--- config.mk ---
export PLATFORM = sky130hd
export DESIGN_NAME = pnf_cmp
export DESIGN_NICKNAME = d
export VERILOG_FILES = /design/src/hw/rtl/pareto_nondominated_filter_defines.svh /design/src/hw/rtl/pnf_pkg.sv /design/src/hw/rtl/pnf_cmp.sv
export SDC_FILE = /design/constraint.sdc
export NUM_CORES = 1
export LEC_CHECK = 0
export BUFFER_PORTS_ARGS = -buffer_cell sky130_fd_sc_hd__buf_2
export CELL_PAD_IN_SITES_DETAIL_PLACEMENT = 1
export CELL_PAD_IN_SITES_GLOBAL_PLACEMENT = 2
export CORE_AREA = 2 2 204 206
export DETAILED_ROUTE_END_ITERATION = 12
export DIE_AREA = 0 0 206 208
export PLACE_DENSITY = 0.75
export SLEW_MARGIN = 15
export SYNTH_ARGS = -nofsm -noshare
export SYNTH_HDL_FRONTEND = slang
export SYNTH_SLANG_ARGS = --single-unit
--- constraint.sdc ---
create_clock -name vclk -period 10.69
set_input_delay 2.138 -clock vclk [all_inputs]
set_output_delay 2.138 -clock vclk [all_outputs]
set_load 0.01 [all_outputs]
--- src/hw/rtl/pareto_nondominated_filter_defines.svh ---
// ----------------------------------------------------------------------------
// Pareto filter assertion macros
// Shared concurrent assertion forms for the Pareto filter RTL.
// ----------------------------------------------------------------------------
`ifndef PARETO_NONDOMINATED_FILTER_DEFINES_SVH
`define PARETO_NONDOMINATED_FILTER_DEFINES_SVH

// same-cycle implication
`define PNF_ASSERT_IMPLY(lbl, clk, rst_n, ante, cons, msg) \
	lbl: assert property (@(posedge clk) disable iff (!rst_n) (ante) |-> (cons)) \
		else $error(msg);

// next-cycle implication
`define PNF_ASSERT_NEXT(lbl, clk, rst_n, ante, cons, msg) \
	lbl: assert property (@(posedge clk) disable iff (!rst_n) (ante) |=> (cons)) \
		else $error(msg);

`endif

--- src/hw/rtl/pnf_pkg.sv ---
// ----------------------------------------------------------------------------
// Pareto filter package
// Widths and default sizes shared by the Pareto filter modules.
// ----------------------------------------------------------------------------
package pnf_pkg;

	localparam int MAX_POINTS_DEF = 64;
	localparam int MAX_OBJ_DEF    = 8;
	localparam int OBJ_W          = 32;
	localparam int OBJ_PORTS      = 8;
	localparam int IDX_W          = 6;
	localparam int CFG_W          = 4;
	localparam logic [CFG_W-1:0] CFG_RESET = 4'd2;

endpackage

--- src/hw/rtl/pnf_cmp.sv ---
// ----------------------------------------------------------------------------
// Pareto filter dominance compare
// Flags when the candidate point dominates the current point (minimize).
// ----------------------------------------------------------------------------
module pnf_cmp #(
	parameter int MAX_OBJECTIVES = pnf_pkg::MAX_OBJ_DEF
) (
	input  logic [MAX_OBJECTIVES*pnf_pkg::OBJ_W-1:0] cand,
	input  logic [MAX_OBJECTIVES*pnf_pkg::OBJ_W-1:0] cur,
	input  logic [pnf_pkg::CFG_W-1:0]                obj_cnt,
	output logic                                     dominates
);

	always_comb begin
		logic worse;
		logic better;
		logic act;
		logic signed [pnf_pkg::OBJ_W-1:0] a;
		logic signed [pnf_pkg::OBJ_W-1:0] b;
		worse  = 1'b0;
		better = 1'b0;
		for (int n = 0; n < MAX_OBJECTIVES; n++) begin
			act = pnf_pkg::CFG_W'(n) < obj_cnt;
			a   = $signed(cand[n*pnf_pkg::OBJ_W +: pnf_pkg::OBJ_W]);
			b   = $signed(cur[n*pnf_pkg::OBJ_W +: pnf_pkg::OBJ_W]);
			worse  = worse  | (act & (a > b));
			better = better | (act & (a < b));
		end
		dominates = better & ~worse;
	end

endmodule
==> flow_summary_export.csv <==
group,metric,value,unit
synthesis,synth_compound_area_share,20.8,%
placement,gp_congestion,0.891,
floorplanning,start_util,16.4,%
global_routing,grt_overflow,0,
synthesis,synthSimpleGateAreaFrac,15.4,%
power_and_ir_drop,sw_frac_of_total,50.0,%
synthesis,synth_area_leaders,"ha_1 (48%), inv_1 (15%), a21oi_1 (7.5%), nand4_1 (4.0%), nand2_1 (3.2%)",
synthesis,synthAdderAreaFrac,48.2,%
synthesis,synth_top_family_by_area,"adder cells",
global_routing,antenna_found_initial,7,
routing,wirelength,31900,um
power_and_ir_drop,power_density,34.2,mW/mm2
placement,port_buffers,517,
synthesis,yosysWarnings,0,
finish,fillers,5242,
synthesis,ys_types,47,
worst_setup_path,cp_data_arrival_time,5.25,ns
routing,vias_per_cell,4.27,
worst_setup_path,crit_type,"input port to primary output",
floorplanning,io_pins,517,
routing,drc,0,
finish,syn2layout_area_growth,49.2,%
finish,multi_input_area,0.00564,mm2
run_status,run_status,"complete, no violations",
power_and_ir_drop,p_seq_share,0,%
sta,fin_crit_sh,69.1,%
floorplanning,placementRows,74,
global_routing,grt_pass1_vias,9200,
sta,rsz0062_at_grt,"no",
sta,final_max_slew_viol_count,0,
power_and_ir_drop,p_int,0.170,mW
clock_tree,cts_setup_buffers,0,
power_and_ir_drop,peakVddDrop,11.7,uV
routing,ant_nets,0,
sta,finalCriticalPeriod,7.39,ns
floorplanning,die_w,206,um
worst_setup_path,cp-end-kind,"primary output",
sta,hold_viol,0,
floorplanning,die_area,0.0428,mm2
synthesis,syn_area,0.00664,mm2
finish,seq_cell_count,0,
synthesis,yosysTopAreaCell,"ha_1",
sta,fin_hold_ws,4.92,ns
synthesis,synth_top_area_share,48.2,%
worst_setup_path,path_max_fanout,3,
clock_tree,cts_resized,0,
finish,fin_area,0.00991,mm2
sta,tightest_slew,0.795,ns
sta,slew_headroom,46.5,%
sta,setup_viol,0,
finish,ff_latch_area,0,um2
clock_tree,cts-hold-fix-buffers,0,
run,maxCapViolations,0,
routing,wl_per_cell,16.0,um
synthesis,synth-xor-area-share,0,%
global_routing,grt_max_degree,8,
global_routing,track_usage,14.0,%
power_and_ir_drop,p_switching,0.169,mW
routing,drt_iter0_drc,213,
min_path,hp-class,"input port to primary output",
finish,drive_above_1_share,35.8,%
floorplanning,die_y,208,um
synthesis,synth.avg_cell_area,7.07,um2
synthesis,synth.area.mux_share,0.509,%
routing,vias,8516,
sta,setup_tns,0,ns
synthesis,ys_seq_area_share,0,%
global_routing,grt_pass1_wl,47700,um
synthesis,syn_inst,939,
synthesis,postSynthNetCount,1711,
floorplanning,core,0.0406,mm2
finish,nets,2230,
placement,dpl.hpwl,31100,um
sta,clock.fmax,0.135,GHz
power_and_ir_drop,p_clk_share,0,%
worst_setup_path,cp-start-kind,"input port",
power_and_ir_drop,p_total,0.339,mW
finish,clockBufferCount,0,
placement,place_area,0.00989,mm2
power_and_ir_drop,leakage,6.19,nW
power_and_ir_drop,comb_power_share,100.0,%
worst_setup_path,crit_required,8.55,ns
routing,first_pass_iters,6,
-- cell usage after synthesis (5+ instances only) --
| cell type | number |
|---|---|
| nor2_1 | 15 |
| o211ai_1 | 11 |
| nor3_1 | 5 |
| a221o_1 | 6 |
| inv_1 | 267 |
| a221oi_1 | 7 |
| ha_1 | 256 |
| nor4_1 | 12 |
| nand3_1 | 23 |
| a21o_1 | 14 |
| nand2_1 | 57 |
| and4_1 | 8 |
| o21ai_0 | 30 |
| a31oi_1 | 6 |
| a211oi_1 | 9 |
| nand4_1 | 42 |
| nor2b_1 | 12 |
| a21oi_1 | 100 |
-- cell usage in the layout (no fill, tap or decap), types with 2 or more instances in the layout --
master / instances
a21o_1: 14
nor2_1: 15
a221o_1: 6
o22ai_1: 4
a2111oi_0: 2
and4_1: 8
o31ai_1: 4
a31oi_1: 6
nor3_1: 5
and3_1: 2
a22oi_1: 3
ha_1: 256
or4_1: 4
a2bb2oi_1: 2
a21boi_1: 4
a2111o_1: 2
a41oi_1: 2
nand2_1: 57
nand4_1: 42
nor2b_1: 12
inv_1: 267
o21a_1: 3
o21ai_0: 30
nor4_1: 12
a21oi_1: 100
o211ai_1: 11
or3_1: 2
nand3_1: 23
diode_2: 6
a211oi_1: 9
nand3b_1: 2
and2_1: 4
nand2b_1: 4
mux2_1: 2
buf_2: 517
a221oi_1: 7
-- power by group through the flow --
stage	registers, mW	clock network (mW)	logic (mW)
2_1_floorplan	0	0	0.175
5_1_grt	0	0.0000000751	0.394
6_report	0	0.0000000751	0.339
3_3_place_gp	0	0	0.335
3_5_place_dp	0	0	0.346
4_1_cts	0	0	0.349
-- metal layers --
metal  GRT usage, %  up-vias  part of all wire (%)
li1               -     4344                     -
met1           15.3     3860                    39
met2           28.5      286                    54
met3           2.37       24                   6.8
met4           1.48        2                   1.1
met5              0        -                 0.034
-- critical path: stages --
cell	delay (ns)
buf_2	0.08
inv_1	0.04
ha_1	0.32
nand4_1	0.19
nor4_1	0.48
a211oi_1	0.17
a211oi_1	0.69
o31ai_1	0.24
o21bai_1	0.26
a211oi_1	0.41
buf_2	0.22
-- kinds of logic after synthesis --
group | Yosys count
compound gates | 220
fa+ha+maj | 256
buf+inv | 267
mux | 3
simple gates | 193
-- path summary, 6_finish.rpt --
path              depth (start not counted)         to       start  slack (ns)
setup / recovery                         11  dominates    cur[155]        3.30
hold / removal                            5  dominates  obj_cnt[2]        4.92
-- metrics by stage --
stage | setup WS [ns] | instances | utilization (%)
global route | 2.97 | 1994 | 24.4
floorplan | 4.14 | 939 | -
finish | 3.30 | 1994 | 24.4
global placement | 2.99 | 1988 | 24.4
detailed placement | 3.04 | 1988 | 24.4
CTS | 3.02 | 1988 | 24.4
-- area by class of cell --
type	instances	area share, %
diodes	6	0.152
inverters	267	10.1
multi-input cells	672	56.9
well taps	532	6.72
repair buffers	517	26.1
No activity file was read; power rests on OpenSTA's default activity.
